==> src/rtl/core/ppfp_pkg.sv <==
package ppfp_pkg;

  localparam int unsigned PALETTE_ENTRIES = 256;
  localparam int unsigned PAL_IDX_W       = (PALETTE_ENTRIES > 1) ? $clog2(PALETTE_ENTRIES) : 1;

  localparam int unsigned CFG_IDX_W  = 3;
  localparam int unsigned CFG_DATA_W = 32;
  localparam int unsigned ADDR_W     = 28;

  // Register indexes on the configuration port
  localparam logic [CFG_IDX_W-1:0] CfgRedMask   = 3'd0;
  localparam logic [CFG_IDX_W-1:0] CfgGreenMask = 3'd1;
  localparam logic [CFG_IDX_W-1:0] CfgBlueMask  = 3'd2;
  localparam logic [CFG_IDX_W-1:0] CfgAlphaMask = 3'd3;
  localparam logic [CFG_IDX_W-1:0] CfgWide      = 3'd4;
  localparam logic [CFG_IDX_W-1:0] CfgPaletted  = 3'd5;
  localparam logic [CFG_IDX_W-1:0] CfgPitch     = 3'd6;

  // Byte count codes
  localparam logic [1:0] Count1Byte = 2'd0;
  localparam logic [1:0] Count2Byte = 2'd1;
  localparam logic [1:0] Count4Byte = 2'd2;

  // Input function codes
  localparam logic FuncLoad  = 1'b0;
  localparam logic FuncPixel = 1'b1;

  typedef struct packed {
    logic [31:0] mask;
    logic [4:0]  shift;
  } chan_cfg_t;

  typedef struct packed {
    chan_cfg_t   red;
    chan_cfg_t   green;
    chan_cfg_t   blue;
    chan_cfg_t   alpha;
    logic        wide;
    logic        paletted;
    logic [15:0] pitch;
  } fmt_cfg_t;

  typedef struct packed {
    logic [7:0]  entry;
    logic [7:0]  alpha;
    logic [11:0] pos_x;
    logic [11:0] pos_y;
    logic        in_range;
  } pix_req_t;

endpackage

==> src/rtl/core/ppfp_pack.sv <==
module ppfp_pack (
  input  logic                            clk_i,
  input  logic                            rst_ni,
  input  logic                            valid_i,
  input  ppfp_pkg::pix_req_t              req_i,
  input  logic [23:0]                     rgb_i,
  input  ppfp_pkg::fmt_cfg_t              cfg_i,
  output logic                            valid_o,
  output logic [ppfp_pkg::ADDR_W-1:0]     byte_address_o,
  output logic [31:0]                     pixel_data_o,
  output logic [1:0]                      byte_count_o
);
  import ppfp_pkg::*;

  // Byte to the top of the word, move down to the field's top bit, keep the field.
  function automatic logic [31:0] pack_chan(input logic [7:0] b, input chan_cfg_t c);
    logic [31:0] placed;
    placed = {b, 24'b0} >> c.shift;
    return placed & c.mask;
  endfunction

  logic [23:0]        rgb;
  logic [31:0]        colour;
  logic [ADDR_W-1:0]  base;
  logic [ADDR_W-1:0]  col_off;
  logic               valid_q;
  logic [ADDR_W-1:0]  addr_d, addr_q;
  logic [31:0]        data_d, data_q;
  logic [1:0]         count_d, count_q;

  assign rgb    = req_i.in_range ? rgb_i : 24'h0;
  assign colour = pack_chan(rgb[23:16], cfg_i.red)
                | pack_chan(rgb[15:8], cfg_i.green)
                | pack_chan(rgb[7:0], cfg_i.blue)
                | pack_chan(req_i.alpha, cfg_i.alpha);
  assign base   = ADDR_W'(cfg_i.pitch) * ADDR_W'(req_i.pos_y);

  always_comb begin
    if (cfg_i.paletted) begin
      col_off = ADDR_W'(req_i.pos_x);
      data_d  = {24'h0, req_i.entry};
      count_d = Count1Byte;
    end else if (cfg_i.wide) begin
      col_off = ADDR_W'({req_i.pos_x, 2'b00});
      data_d  = colour;
      count_d = Count4Byte;
    end else begin
      col_off = ADDR_W'({req_i.pos_x, 1'b0});
      data_d  = {16'h0, colour[15:0]};
      count_d = Count2Byte;
    end
    addr_d = base + col_off;
  end

  always_ff @(posedge clk_i or negedge rst_ni) begin
    if (!rst_ni) begin
      valid_q <= 1'b0;
    end else begin
      valid_q <= valid_i;
    end
  end

  always_ff @(posedge clk_i) begin
    if (valid_i) begin
      addr_q  <= addr_d;
      data_q  <= data_d;
      count_q <= count_d;
    end
  end

  assign valid_o        = valid_q;
  assign byte_address_o = addr_q;
  assign pixel_data_o   = data_q;
  assign byte_count_o   = count_q;

endmodule

==> config.mk <==
export PLATFORM = sky130hd
export DESIGN_NAME = ppfp_pack
export DESIGN_NICKNAME = d
export VERILOG_FILES = /design/src/rtl/core/ppfp_pkg.sv /design/src/rtl/core/ppfp_pack.sv
export SDC_FILE = /design/constraint.sdc
export NUM_CORES = 1
export LEC_CHECK = 0
export BUFFER_PORTS_ARGS = -buffer_cell sky130_fd_sc_hd__buf_4
export CORE_ASPECT_RATIO = 1.4
export CORE_MARGIN = 2
export CORE_UTILIZATION = 55
export DETAILED_ROUTE_END_ITERATION = 8
export GPL_ROUTABILITY_DRIVEN = 0
export HOLD_SLACK_MARGIN = 0.12
export MAX_ROUTING_LAYER = met4
export PLACE_DENSITY_LB_ADDON = 0.25
export SLEW_MARGIN = 20
export SYNTH_ARGS = -nofsm -noshare
export SYNTH_HDL_FRONTEND = slang
export SYNTH_SLANG_ARGS = --single-unit
==> constraint.sdc <==
create_clock -name clk_i -period 0.8 [get_ports clk_i]
set_clock_uncertainty 0.1 [all_clocks]
set_input_delay 0.12 -clock clk_i [delete_from_list [all_inputs] [get_ports clk_i]]
set_output_delay 0.12 -clock clk_i [all_outputs]
set_load 0.01 [all_outputs]
==> results of run 1 <==
==> cells by family after synthesis <==
kind of cell             after synthesis
buffers and inverters                291
XOR/XNOR                              23
multiplexers                          81
flip-flops                            63
adder cells (fa/ha/maj)              228
AND/OR/NAND/NOR                      503
AO/OA/AOI/OAI                        237
==> stage by stage <==
step | setup slack, ps | TNS (ps) | area (µm²)
4_1_cts | -3760 | -131230 | 20300
3_3_place_gp | -4110 | -139740 | 17900
2_1_floorplan | -3870 | -113030 | 13300
3_5_place_dp | -4240 | -143230 | 17900
==> synth_stat cells (16+ instances only) <==
master    instances
edfxtp_1         62
fa_1            153
nor2_1           58
a21oi_1          41
xnor2_1          17
o21ai_0          44
nand3_1          62
nor2b_1          20
ha_1             75
and2_1           97
nand2_1         174
a31oi_1          37
mux2i_1          47
mux2_2           23
nand4_1          20
clkbuf_1         62
nand2b_1         16
inv_1           208
==> what timing repair did <==
item                                    4_1_cts
pin swaps                                   191
gates resized for setup                     406
setup buffers                                52
endpoints found under the setup margin      123
hold endpoints to repair                     27
hold buffers                                  1
==> per-layer routing <==
metal  overflow  track usage, %
met5          -               -
met3          6            72.4
met1         10            82.3
met4        136            87.3
met2        273            98.8
==> results.toml, run 1 <==
[status]
outcome = "aborted with a tool error"
stop_stage = "global routing"
firstError = "[ERROR GRT-0116] Global routing finished with congestion. Check the congestion regions in the DRC Viewer."

[floorplanning]
die_x_um = 131
chipHeight_um = 181
io_pins = 297
rows = 64
start_util_pct = 56.2

[logic_synthesis]
postSynthNetCount = 1888
yosysWarningCount = 0
ys_seq_elements = 63
synth_top_area_share_pct = 24.8
muxShareOfSynthArea_pct = 8.05
synth_ff_type = "edfxtp_1"
synth_edf_count = 62
synth_cell_types = 73
async_flop_share_pct = 1.59
synthTopCellsByArea = "fa_1 (25%), edfxtp_1 (15%), ha_1 (7.6%)"
synthSimpleGateAreaFrac_pct = 20.6
synth_compound_area_share_pct = 12.9
yosysTopAreaCell = "fa_1"
ys_seq_area_share_pct = 15.3
synth_top_family_by_area = "adder cells"
syn_area_per_cell_um2 = 8.65
synth_area_mm2 = 0.0123
synth_xor_area_share_pct = 1.63
synthCells = 1426
synthAdderAreaFrac_pct = 32.4

[global_routing]
grt_pass1_vias = 21400
grt_usage_pct = 86.0
gr-total-overflow = 425
grt_max_degree = 29
grt_pass1_wl_um = 149000

[cts]
clock-sinks = 63
cts_made_buffers = 9
clock_path_buffers = 2
cts_max_level = 3
cts_root_buf = "clkbuf_16"

[place]
port_buffers = 296
dp.final_hpwl_um = 44500
placed_cells = 2288
==> run 2: changes to the inputs <==
CORE_ASPECT_RATIO = unset   (was 1.4)
CORE_UTILIZATION = 40   (was 55)
HOLD_SLACK_MARGIN = unset   (was 0.12)
MAX_ROUTING_LAYER = unset   (was met4)
PLACE_DENSITY_LB_ADDON = 0.15   (was 0.25)
==> results.toml, run 2 <==
[logic_synthesis]
async_flop_share_pct = 1.59
synth_ff_type = "edfxtp_1"
ys_seq_area_share_pct = 15.3
synth_top_area_share_pct = 24.8
postSynthNetCount = 1888
synthCells = 1426
yosys-top-cells-count = "inv_1 (208), nand2_1 (174), fa_1 (153)"
synth_area_mm2 = 0.0123
ys_seq_elements = 63
yosysWarningCount = 0
synth_edf_count = 62
synth_cell_types = 73
yosysMostFrequentCell = "inv_1"
synthTopCellsByArea = "fa_1 (25%), edfxtp_1 (15%), ha_1 (7.6%)"
syn_area_per_cell_um2 = 8.65
yosysTopAreaCell = "fa_1"

[critical_path]
path_max_fanout = 7
crit_type = "primary input to flop"
cp-start-kind = "primary input"
crit_cells = 19
crit_chain = "buf_6 -> buf_12 -> nand2_1 -> fa_2 -> fa_1 -> inv_1 -> fa_1 -> fa_1 -> inv_2 -> fa_1 -> inv_2 -> ha_4 -> a21oi_2 -> o21ai_2 -> a21oi_2 -> a41oi_2 -> buf_6 -> a311oi_4 -> a211oi_2"
slowest_delay_ps = 540
critPathBufInv = 6
cp_slowest_cell = "fa_1"
required_ps = 790
endpoint_kind = "flop"
worstPathArrival_ps = 4490
cpMostUsedCell = "fa_1"
crit_family = "adder cells"

[sta]
setup_slack_ps = -3700
setup_viol = 123
max_freq_mhz = 222
layout_min_cycle_time_ps = 4500
relSlewSlack_pct = 65.2
hold_viol_final = 1
slew_violations = 0
tns_ps = -130410
tightest_slew_ps = 515
rsz0062_at_grt = "yes"
finalCritPeriodShare_pct = 563
fin_hold_ws_ps = -29.4

[cts]
clk_pin_slew_worst_paths_ps = 70
cts_max_level = 3
hold_buffers = 1
cts_tree = "yes"
clock_path_buffers = 2
cts_made_buffers = 9
cts_root_buf = "clkbuf_16"
clock-sinks = 63

[finish]
syn2layout_area_growth_pct = 72.6
fill_cells = 2272
final_cell_mix = "buf_4 (510), inv_1 (186), nand2_1 (149)"
drive_gt1_share_pct = 52.8
antenna_cells = 0
final_cell_count_no_fill = 2449
largest_register_ffs = 32
nets = 2510
final_common_cell = "buf_4"

[floorplanning]
die_x_um = 180
chipHeight_um = 180
die_area_mm2 = 0.0323
start_util_pct = 40.4
rows = 64
core-area_mm2 = 0.0305
io_pins = 297

[detailed_routing]
dr.pass1.iters = 5
vias_per_cell = 5.61
drc_errors = 0
drt_iter0_drc = 1286
avgRoutedWirePerCell_um = 21.5
num_vias = 13700
antenna_left = 0
drt-total-wl_um = 52700

[global_routing]
grt_usage_pct = 31.7
antenna_found_initial = 0
grt_pass1_wl_um = 79600
grt_max_degree = 32
grt_pass1_vias = 14100
gr-total-overflow = 0

[status]
outcome = "finished, violations left"
violations = "negative hold slack, negative setup slack"

[place]
dp.final_hpwl_um = 41800
port_buffers = 296
placed_cells = 2370
post-place-ws_ps = -4170

[power_and_ir_drop]
peakVddDrop_v = 0.00470
p_leak_uw = 0.00966
p_per_area_mw_per_mm2 = 3540

[worst_hold_path]
hold_path.class = "primary input to asynchronous set/reset pin"

[run]
cap_violations = 0
[run 2: logic make-up after synthesis]
group	after synthesis	share of synthesized area, %
simple gates	503	20.6
buf+inv	291	9.07
compound gates	237	12.9
fa+ha+maj	228	32.4
mux	81	8.05
flops	63	15.3
xor+xnor	23	1.63
[run 2: what timing repair did]
| action | CTS | global route |
|---|---|---|
| setup endpoints to repair | 122 | 123 |
| setup buffers | 45 | 39 |
| endpoints found under the hold margin | 1 | 1 |
| cloned | 1 | 1 |
| resized for setup | 418 | 128 |
| pin swaps | 182 | 120 |
[run 2: worst paths after layout]
check                           from                  to  slack, ps
max                         cfg_i[6]  byte_address_o[24]      -3700
min                           rst_ni             valid_o        -30
min in group clk_i         req_i[37]     pixel_data_o[4]         10
max in group asynchronous     rst_ni             valid_o        550
[run 2: layout make-up]
| class | count | area, µm² | area share [%] |
|---|---|---|---|
| Multi-Input combinational cell | 1072 | 11600 | 54.5 |
| Inverter | 212 | 801 | 3.76 |
| Timing Repair Buffer | 690 | 6200 | 29.1 |
| Clock buffer | 9 | 225 | 1.06 |
| Tap cell | 396 | 495 | 2.33 |
| Sequential cell | 63 | 1890 | 8.86 |
| Clock inverter | 7 | 80.1 | 0.376 |
[run 2: metal layers]
metal	global-route usage (%)	wire length (µm)
met2	49.9	24100
met1	42.2	21200
met5	0	0
met4	13.4	2680
met3	7.05	4650
[run 2: per-stage QoR]
| stage | power [µW] | cell area [µm²] | utilization [%] |
|---|---|---|---|
| after floorplan | 34900 | 13300 | - |
| after global placement | 51700 | 18000 | 58.9 |
| after detailed placement | 52500 | 18000 | 58.9 |
| after CTS | 68600 | 20500 | 67.3 |
| after global routing | 79900 | 21300 | 69.8 |
| final | 75400 | 21300 | 69.8 |
[run 2: power breakdown]
part           internal, µW  total [µW]  switching [µW]
logic                 33300       64700           31400
clock network          2450        4250            1800
registers              5930        6400             471
No activity file was read; power rests on OpenSTA's default activity.
