**src/rtl/core/ppfp_pkg.sv**
```systemverilog
package ppfp_pkg;

  localparam int unsigned PALETTE_ENTRIES = 256;
  localparam int unsigned PAL_IDX_W       = (PALETTE_ENTRIES > 1) ? $clog2(PALETTE_ENTRIES) : 1;

  localparam int unsigned CFG_IDX_W  = 3;
  localparam int unsigned CFG_DATA_W = 32;
  localparam int unsigned ADDR_W     = 28;

  // Register indexes on the configuration port
  localparam logic [CFG_IDX_W-1:0] CfgRedMask   = 3'd0;
  localparam logic [CFG_IDX_W-1:0] CfgGreenMask = 3'd1;
  localparam logic [CFG_IDX_W-1:0] CfgBlueMask  = 3'd2;
  localparam logic [CFG_IDX_W-1:0] CfgAlphaMask = 3'd3;
  localparam logic [CFG_IDX_W-1:0] CfgWide      = 3'd4;
  localparam logic [CFG_IDX_W-1:0] CfgPaletted  = 3'd5;
  localparam logic [CFG_IDX_W-1:0] CfgPitch     = 3'd6;

  // Byte count codes
  localparam logic [1:0] Count1Byte = 2'd0;
  localparam logic [1:0] Count2Byte = 2'd1;
  localparam logic [1:0] Count4Byte = 2'd2;

  // Input function codes
  localparam logic FuncLoad  = 1'b0;
  localparam logic FuncPixel = 1'b1;

  typedef struct packed {
    logic [31:0] mask;
    logic [4:0]  shift;
  } chan_cfg_t;

  typedef struct packed {
    chan_cfg_t   red;
    chan_cfg_t   green;
    chan_cfg_t   blue;
    chan_cfg_t   alpha;
    logic        wide;
    logic        paletted;
    logic [15:0] pitch;
  } fmt_cfg_t;

  typedef struct packed {
    logic [7:0]  entry;
    logic [7:0]  alpha;
    logic [11:0] pos_x;
    logic [11:0] pos_y;
    logic        in_range;
  } pix_req_t;

endpackage

```
**src/rtl/core/ppfp_cfg.sv**
```systemverilog
module ppfp_cfg (
  input  logic                                 clk_i,
  input  logic                                 rst_ni,
  input  logic                                 cfg_we_i,
  input  logic [ppfp_pkg::CFG_IDX_W-1:0]       cfg_idx_i,
  input  logic [ppfp_pkg::CFG_DATA_W-1:0]      cfg_wdata_i,
  output ppfp_pkg::fmt_cfg_t                   cfg_o
);
  import ppfp_pkg::*;

  // Leading zero count by halving; a zero mask gives a don't-care shift.
  function automatic logic [4:0] lzc32(input logic [31:0] v);
    logic [31:0] w;
    logic [4:0]  n;
    w = v;
    n = '0;
    if (w[31:16] == '0) begin n[4] = 1'b1; w = {w[15:0], 16'b0}; end
    if (w[31:24] == '0) begin n[3] = 1'b1; w = {w[23:0], 8'b0}; end
    if (w[31:28] == '0) begin n[2] = 1'b1; w = {w[27:0], 4'b0}; end
    if (w[31:30] == '0) begin n[1] = 1'b1; w = {w[29:0], 2'b0}; end
    if (w[31] == 1'b0) begin n[0] = 1'b1; end
    return n;
  endfunction

  fmt_cfg_t  cfg_q, cfg_d;
  chan_cfg_t wr_chan;

  assign wr_chan.mask  = cfg_wdata_i;
  assign wr_chan.shift = lzc32(cfg_wdata_i);

  always_comb begin
    cfg_d = cfg_q;
    if (cfg_we_i) begin
      case (cfg_idx_i)
        CfgRedMask:   cfg_d.red      = wr_chan;
        CfgGreenMask: cfg_d.green    = wr_chan;
        CfgBlueMask:  cfg_d.blue     = wr_chan;
        CfgAlphaMask: cfg_d.alpha    = wr_chan;
        CfgWide:      cfg_d.wide     = cfg_wdata_i[0];
        CfgPaletted:  cfg_d.paletted = cfg_wdata_i[0];
        CfgPitch:     cfg_d.pitch    = cfg_wdata_i[15:0];
        default:      cfg_d = cfg_q;
      endcase
    end
  end

  always_ff @(posedge clk_i or negedge rst_ni) begin
    if (!rst_ni) begin
      cfg_q <= '0;
    end else begin
      cfg_q <= cfg_d;
    end
  end

  assign cfg_o = cfg_q;

endmodule

```
**config.mk**
```make
export PLATFORM = sky130hd
export DESIGN_NAME = ppfp_cfg
export DESIGN_NICKNAME = d
export VERILOG_FILES = /design/src/rtl/core/ppfp_pkg.sv /design/src/rtl/core/ppfp_cfg.sv
export SDC_FILE = /design/constraint.sdc
export NUM_CORES = 1
export LEC_CHECK = 0
export BUFFER_PORTS_ARGS = -buffer_cell sky130_fd_sc_hd__buf_4
export CORE_UTILIZATION = 46
export CTS_CLUSTER_SIZE = 14
export DETAILED_ROUTE_END_ITERATION = 8
export PLACE_DENSITY_LB_ADDON = 0.1
export RECOVER_POWER = 50
export SLEW_MARGIN = 25
export SYNTH_ARGS = -nofsm -noshare
export SYNTH_HDL_FRONTEND = slang
export SYNTH_SLANG_ARGS = --single-unit
```
**constraint.sdc**
```tcl
create_clock -name clk_i -period 0.8 [get_ports clk_i]
set_clock_uncertainty 0.1 [all_clocks]
set_input_delay 0.24 -clock clk_i [delete_from_list [all_inputs] [get_ports clk_i]]
set_output_delay 0.24 -clock clk_i [all_outputs]
set_load 0.01 [all_outputs]
```
==> insert_results.sql, run 1 <==
INSERT INTO impl_metrics (metric_group, metric, value, unit) VALUES
('floorplanning', 'top_level_ports', '204', ''),
('floorplanning', 'die_h', '122', 'um'),
('placement', 'placement.io_buffers', '203', ''),
('logic_synthesis', 'synth_seq_area_share', '63.0', '%'),
('status', 'tool.error', '[ERROR DPL-0038] Utilization greater than 100%, impossible to legalize', ''),
('clock_tree', 'cts_max_level', '4', ''),
('clock_tree', 'cts_inserted_buffers', '17', ''),
('clock_tree', 'cts_num_sinks', '166', ''),
('logic_synthesis', 'asyncSetResetFlopFracSynth', '100', '%'),
('logic_synthesis', 'netlist_top_cells_count', '312 x nand2_1, 166 x dfrtp_1, 50 x mux2_2', ''),
('placement', 'place.gp.congestion', '0.877', ''),
('logic_synthesis', 'syn_area_per_cell', '10.4', 'sq um'),
('floorplanning', 'die_w', '122', 'um'),
('logic_synthesis', 'synth_top_cells_by_area', 'dfrtp_1 63%, nand2_1 18%, mux2_2 8.5%, clkbuf_1 1.5%, o21ai_0 0.99%', ''),
('logic_synthesis', 'synth.ff_latch_count', '166', ''),
('clock_tree', 'clock_tree.buffer_depth', '2', ''),
('placement', 'postPlaceCellArea', '0.00936', 'sq mm'),
('logic_synthesis', 'synth_edf_count', '0', ''),
('logic_synthesis', 'synth_flop_cell', 'dfrtp_1', ''),
('logic_synthesis', 'yosys_warns', '0', ''),
('placement', 'post-place-ws', '-1.85', 'ns'),
('status', 'result_of_the_run', 'aborted with a tool error', ''),
('sta', 'worst-endpoint-pin-kind', 'register input', ''),
('logic_synthesis', 'yosys_top_cell_by_area', 'dfrtp_1', ''),
('logic_synthesis', 'synthesis.instances', '636', ''),
('logic_synthesis', 'synth_nets', '674', ''),
('logic_synthesis', 'netlist-cell-type-count', '36', ''),
('grt', 'grt_start_max_net_pins', '38', ''),
('logic_synthesis', 'synthMostInstantiatedCell', 'nand2_1', ''),
('clock_tree', 'clock-root-buffer', 'clkbuf_16', ''),
('logic_synthesis', 'yosysTopAreaCellShare', '63.0', '%'),
('floorplanning', 'initial_core_util', '47.3', '%'),
('logic_synthesis', 'netlist_area', '0.00660', 'sq mm'),
('floorplanning', 'placement_rows', '43', ''),
('status', 'flow.stopped_at', 'global routing (5_1_grt)', ''),
('sta', 'repair-timing-grt-worst-ep', 'cfg_o[56]$_DFFE_PN0P_/D', ''),
('placement', 'hpwlAfterDp', '15.4', 'mm');
==> logic make-up after synthesis <==
family                 count (synthesis)  share of synthesized area [%]
flip-flops                           166                           63.0
buffers and inverters                 31                           2.33
AND/OR/NAND/NOR                      346                           21.6
multiplexers                          51                           8.69
AO/OA/AOI/OAI                         42                           4.38
==> through the flow <==
step	instances	hold slack (ns)
after CTS	1232	-0.0473
after floorplan	636	-0.156
after global placement	1080	-0.00646
after detailed placement	1080	-0.00753
==> repair_timing <==
item                                   CTS
hold buffers                             1
pin swaps                              129
buffers inserted                        99
cloned                                  26
endpoints found under the hold margin  171
setup endpoints to repair              332
gates resized for setup                355
==> inputs of run 2 (changes only) <==
- CORE_UTILIZATION: 46 -> 33
- CTS_CLUSTER_SIZE: 14 -> default
- PLACE_DENSITY_LB_ADDON: 0.1 -> 0.15
- clock period: 0.8 -> 1 ns (I/O delays scaled with it)
==> insert_results.sql, run 2 <==
INSERT INTO impl_metrics (metric_group, metric, value, unit) VALUES
('status', 'result_of_the_run', 'finished, violations left', ''),
('status', 'violations', 'negative setup slack', ''),
('setup_path', 'critical_path.startpoint_type', 'input port', ''),
('pwr', 'fin_total_pwr', '0.0231', 'W'),
('sta', 'slew_viol_final', '0', ''),
('routing', 'detail_route.drc_violations', '0', ''),
('logic_synthesis', 'synth.ff_latch_count', '166', ''),
('sta', 'layout_min_cycle_time', '2.27', 'ns'),
('grt', 'grt-ovfl-total', '0', ''),
('routing', 'routed_wire_per_std_cell', '19.7', 'um'),
('layout', 'largest_reg_flops', '166', ''),
('logic_synthesis', 'synthMostInstantiatedCell', 'nand2_1', ''),
('floorplanning', 'die_w', '143', 'um'),
('clock_tree', 'cts_inserted_buffers', '17', ''),
('sta', 'min_period_over_period', '227', '%'),
('logic_synthesis', 'asyncSetResetFlopFracSynth', '100', '%'),
('setup_path', 'critical_path.most_common_cell', 'buf_6', ''),
('floorplanning', 'die_area', '0.0206', 'sq mm'),
('layout', 'antenna-diode-count', '0', ''),
('setup_path', 'cp_cell_sequence', 'buf_6 -> or4_4 -> or3_4 -> a22oi_2 -> buf_6 -> o21a_1 -> o221ai_2 -> and3_4 -> o31ai_2', ''),
('routing', 'detail_route.vias_per_cell', '4.73', ''),
('pwr', 'power.density_cell_area', '1880', 'mW/mm^2'),
('routing', 'routed-via-count', '6166', ''),
('clock_tree', 'cts_num_sinks', '166', ''),
('floorplanning', 'initial_core_util', '33.8', '%'),
('clock_tree', 'clock_tree.buffer_depth', '2', ''),
('floorplanning', 'top_level_ports', '204', ''),
('floorplanning', 'die_h', '143', 'um'),
('pwr', 'worst_ir_drop_vdd', '1.03', 'mV'),
('logic_synthesis', 'synth_top_cells_by_area', 'dfrtp_1 63%, nand2_1 18%, mux2_2 8.5%, clkbuf_1 1.5%, o21ai_0 0.99%', ''),
('sta', 'hold_viol_final', '0', ''),
('clock_tree', 'cts_tree', 'built', ''),
('setup_path', 'timing.critical_path.slowest_stage_cell', 'or4_4', ''),
('sta', 'slew-limit-headroom', '61.2', '%'),
('logic_synthesis', 'syn_area_per_cell', '10.4', 'sq um'),
('routing', 'route.antenna.remaining_nets', '0', ''),
('grt', 'grt_start_max_net_pins', '44', ''),
('setup_path', 'cp_max_fo', '5', ''),
('setup_path', 'crit_type', 'in -> reg', ''),
('setup_path', 'critical_path.max_stage_delay', '0.56', 'ns'),
('floorplanning', 'core-area', '0.0195', 'sq mm'),
('logic_synthesis', 'synth_nets', '674', ''),
('logic_synthesis', 'synthesis.instances', '636', ''),
('clock_tree', 'cts_max_level', '4', ''),
('grt', 'antenna_found_initial', '1', ''),
('sta', 'setup_viol', '430', ''),
('logic_synthesis', 'netlist-cell-type-count', '36', ''),
('pwr', 'p_leak', '6.40', 'nW'),
('setup_path', 'worstPathArrival', '2.49', 'ns'),
('layout', 'layout-drive-gt1-share', '59.6', '%'),
('sta', 'grt_setup_unrepaired', 'true', ''),
('routing', 'first_pass_iters', '4', ''),
('layout', 'layout_common_cells', '220 x nand2_1, 201 x buf_6, 168 x buf_4', ''),
('grt', 'grt_pass1_wl', '37.3', 'mm'),
('placement', 'placement.io_buffers', '203', ''),
('placement', 'place.gp.congestion', '0.837', ''),
('layout', 'synthToLayoutAreaGrowth', '86.3', '%'),
('layout', 'layout.filler_cells', '1510', ''),
('logic_synthesis', 'netlist_top_cells_count', '312 x nand2_1, 166 x dfrtp_1, 50 x mux2_2', ''),
('routing', 'drt_iter0_drc', '252', ''),
('setup_path', 'worst_r2r_setup_slack', '-0.03', 'ns'),
('clock_tree', 'clock-root-buffer', 'clkbuf_16', ''),
('logic_synthesis', 'synth_flop_cell', 'dfrtp_1', ''),
('placement', 'postPlaceCellArea', '0.00934', 'sq mm'),
('sta', 'post-route-worst-setup-slack', '-1.27', 'ns'),
('placement', 'hpwlAfterDp', '16.4', 'mm'),
('layout', 'final_common_cell', 'nand2_1', ''),
('sta', 'timing_worst_slew_pin_value', '0.583', 'ns'),
('floorplanning', 'placement_rows', '51', ''),
('routing', 'wirelength', '25.6', 'mm'),
('worst_hold_path', 'hold_class', 'in -> reg', ''),
('grt', 'grt_usage', '25.0', '%'),
('logic_synthesis', 'netlist_area', '0.00660', 'sq mm'),
('logic_synthesis', 'synth_edf_count', '0', ''),
('layout', 'design.final.nets', '1064', ''),
('setup_path', 'required', '1.22', 'ns'),
('logic_synthesis', 'yosysTopAreaCellShare', '63.0', '%'),
('placement', 'post-place-ws', '-1.70', 'ns'),
('layout', 'layoutNonFillerInstCount', '1303', ''),
('grt', 'grt_pass1_vias', '6358', ''),
('logic_synthesis', 'yosys_top_cell_by_area', 'dfrtp_1', ''),
('layout', 'finalInstanceArea', '0.0123', 'sq mm'),
('layout', 'multi_input_comb_area', '0.00301', 'sq mm'),
('sta', 'max_freq', '0.440', 'GHz'),
('layout', 'sequential_cell_area', '0.00415', 'sq mm'),
('logic_synthesis', 'yosys_warns', '0', ''),
('logic_synthesis', 'synth_seq_area_share', '63.0', '%'),
('placement', 'placedCellCount', '1152', ''),
('clock_tree', 'clk_pin_slew_worst_paths', '0.07', 'ns'),
('setup_path', 'crit_path_end_kind', 'flip-flop', ''),
('clock_tree', 'clk_lat_worst_skew', '0.42', 'ns'),
('run', 'max_cap_violations', '0', '');
==> run 2: cell counts after synthesis <==
Identical to the previous run, type by type.
==> run 2: timing repair <==
item,CTS,global route
setup buffers,77,41
gates cloned,8,2
hold buffers,1,0
endpoints found under the hold margin,166,0
setup endpoints to repair,249,296
pin swaps,37,62
gates resized for setup,234,141
==> run 2: per-layer routing <==
metal  track usage [%]  part of all wire [%]  up-vias
met5                 0                 0.035        -
met4              6.38                   1.5        2
met3              7.53                   7.4       26
met2              40.5                    49      220
met1              32.6                    42     3076
li1                  -                     -     2842
==> run 2: cell type report <==
cell class	count	share of cell area, %
clock inverters	12	1.24
well taps	265	2.70
clock buffers	19	3.69
flip-flops and latches	166	33.8
repair buffers	402	34.1
multi-input cells	439	24.5
==> run 2: cells by family after synthesis <==
group                  Yosys count  share of synthesized area [%]
buffers and inverters           31                           2.33
AO/OA/AOI/OAI                   42                           4.38
AND/OR/NAND/NOR                346                           21.6
flip-flops                     166                           63.0
multiplexers                    51                           8.69
==> run 2: power by group <==
group          internal (W)  leakage [nW]  switching [W]
combinational       0.00456          4.02        0.00274
sequential          0.00796          2.08        0.00110
clock               0.00405         0.299        0.00272
==> run 2: final timing paths <==
path / from / to / cells past startpoint
max in group asynchronous: rst_ni / cfg_o[160]$_DFFE_PN0P_ / 3
max: cfg_wdata_i[21] / cfg_o[55]$_DFFE_PN0P_ / 9
max reg2reg: cfg_o[14]$_DFFE_PN0P_ / cfg_o[14]$_DFFE_PN0P_ / 2
min reg2reg: cfg_o[69]$_DFFE_PN0P_ / cfg_o[69]$_DFFE_PN0P_ / 2
min: cfg_wdata_i[0] / cfg_o[60]$_DFFE_PN0P_ / 3
min in group asynchronous: rst_ni / cfg_o[108]$_DFFE_PN0P_ / 2
==> run 2: through the flow <==
step	hold WS [ns]	util [%]	setup TNS [ns]
finish	0.0638	62.9	-95.79
CTS	0.0401	59.4	-82.57
global placement	0.0569	47.9	-89.17
floorplan	-0.0956	-	-59.15
detailed placement	0.0572	47.9	-92.70
global route	0.0640	62.9	-115.34
==> run 2: worst max-delay path: cells and delay by family <==
kind | cells | cell delay [ns]
simple gates | 3 | 1.18
compound gates | 4 | 0.74
buf+inv | 2 | 0.26
Power figures use the tool's default switching activity.
==> inputs of run 3 (changes only) <==
- CORE_UTILIZATION: 33 -> 51
- HOLD_SLACK_MARGIN: default -> 0.12
==> insert_results.sql, run 3 <==
INSERT INTO impl_metrics (metric_group, metric, value, unit) VALUES
('status', 'tool.error', '[ERROR DPL-0038] Utilization greater than 100%, impossible to legalize', ''),
('logic_synthesis', 'asyncSetResetFlopFracSynth', '100', '%'),
('logic_synthesis', 'netlist_top_cells_count', '312 x nand2_1, 166 x dfrtp_1, 50 x mux2_2', ''),
('placement', 'placement.io_buffers', '203', ''),
('grt', 'grt_start_max_net_pins', '55', ''),
('logic_synthesis', 'synthMostInstantiatedCell', 'nand2_1', ''),
('placement', 'post-place-ws', '-1.69', 'ns'),
('sta', 'repair-timing-grt-worst-ep', 'cfg_o[56]$_DFFE_PN0P_/D', ''),
('clock_tree', 'cts_max_level', '4', ''),
('floorplanning', 'initial_core_util', '52.3', '%'),
('logic_synthesis', 'synth_flop_cell', 'dfrtp_1', ''),
('logic_synthesis', 'yosys_top_cell_by_area', 'dfrtp_1', ''),
('placement', 'hpwlAfterDp', '14.8', 'mm'),
('placement', 'place.gp.congestion', '0.918', ''),
('logic_synthesis', 'synth_top_cells_by_area', 'dfrtp_1 63%, nand2_1 18%, mux2_2 8.5%, clkbuf_1 1.5%, o21ai_0 0.99%', ''),
('logic_synthesis', 'synth_seq_area_share', '63.0', '%'),
('logic_synthesis', 'yosys_warns', '0', ''),
('floorplanning', 'die_h', '116', 'um'),
('status', 'flow.stopped_at', 'global routing (5_1_grt)', ''),
('clock_tree', 'clock-root-buffer', 'clkbuf_16', ''),
('floorplanning', 'die_w', '116', 'um'),
('logic_synthesis', 'netlist-cell-type-count', '36', ''),
('logic_synthesis', 'netlist_area', '0.00660', 'sq mm'),
('logic_synthesis', 'yosysTopAreaCellShare', '63.0', '%'),
('floorplanning', 'top_level_ports', '204', ''),
('logic_synthesis', 'synth_edf_count', '0', ''),
('floorplanning', 'placement_rows', '41', ''),
('logic_synthesis', 'synth_nets', '674', ''),
('clock_tree', 'cts_inserted_buffers', '17', ''),
('clock_tree', 'clock_tree.buffer_depth', '2', ''),
('logic_synthesis', 'syn_area_per_cell', '10.4', 'sq um'),
('sta', 'worst-endpoint-pin-kind', 'register input', ''),
('logic_synthesis', 'synthesis.instances', '636', ''),
('logic_synthesis', 'synth.ff_latch_count', '166', ''),
('clock_tree', 'cts_num_sinks', '166', ''),
('status', 'result_of_the_run', 'aborted with a tool error', '');
[run 3: logic make-up after synthesis]
family	count (synthesis)	synth area share (%)
AO/OA/AOI/OAI	42	4.38
multiplexers	51	8.69
flip-flops	166	63.0
AND/OR/NAND/NOR	346	21.6
buffers and inverters	31	2.33
[run 3: repair_timing]
| item | 4_1_cts |
|---|---|
| hold endpoints to repair | 183 |
| pin swaps | 15 |
| gates cloned | 5 |
| gates resized for setup | 226 |
| setup endpoints to repair | 270 |
| hold buffers | 4 |
| buffers inserted | 83 |
[run 3: through the flow]
| stage | cell area (sq um) | hold WS, ns | instances | TNS, ns |
|---|---|---|---|---|
| 2_1_floorplan | 7060 | -0.0956 | 636 | -59.15 |
| 4_1_cts | 11500 | 0.0937 | 1180 | -82.68 |
| 3_5_place_dp | 9210 | 0.0326 | 1058 | -91.23 |
| 3_3_place_gp | 9210 | 0.0344 | 1058 | -86.23 |
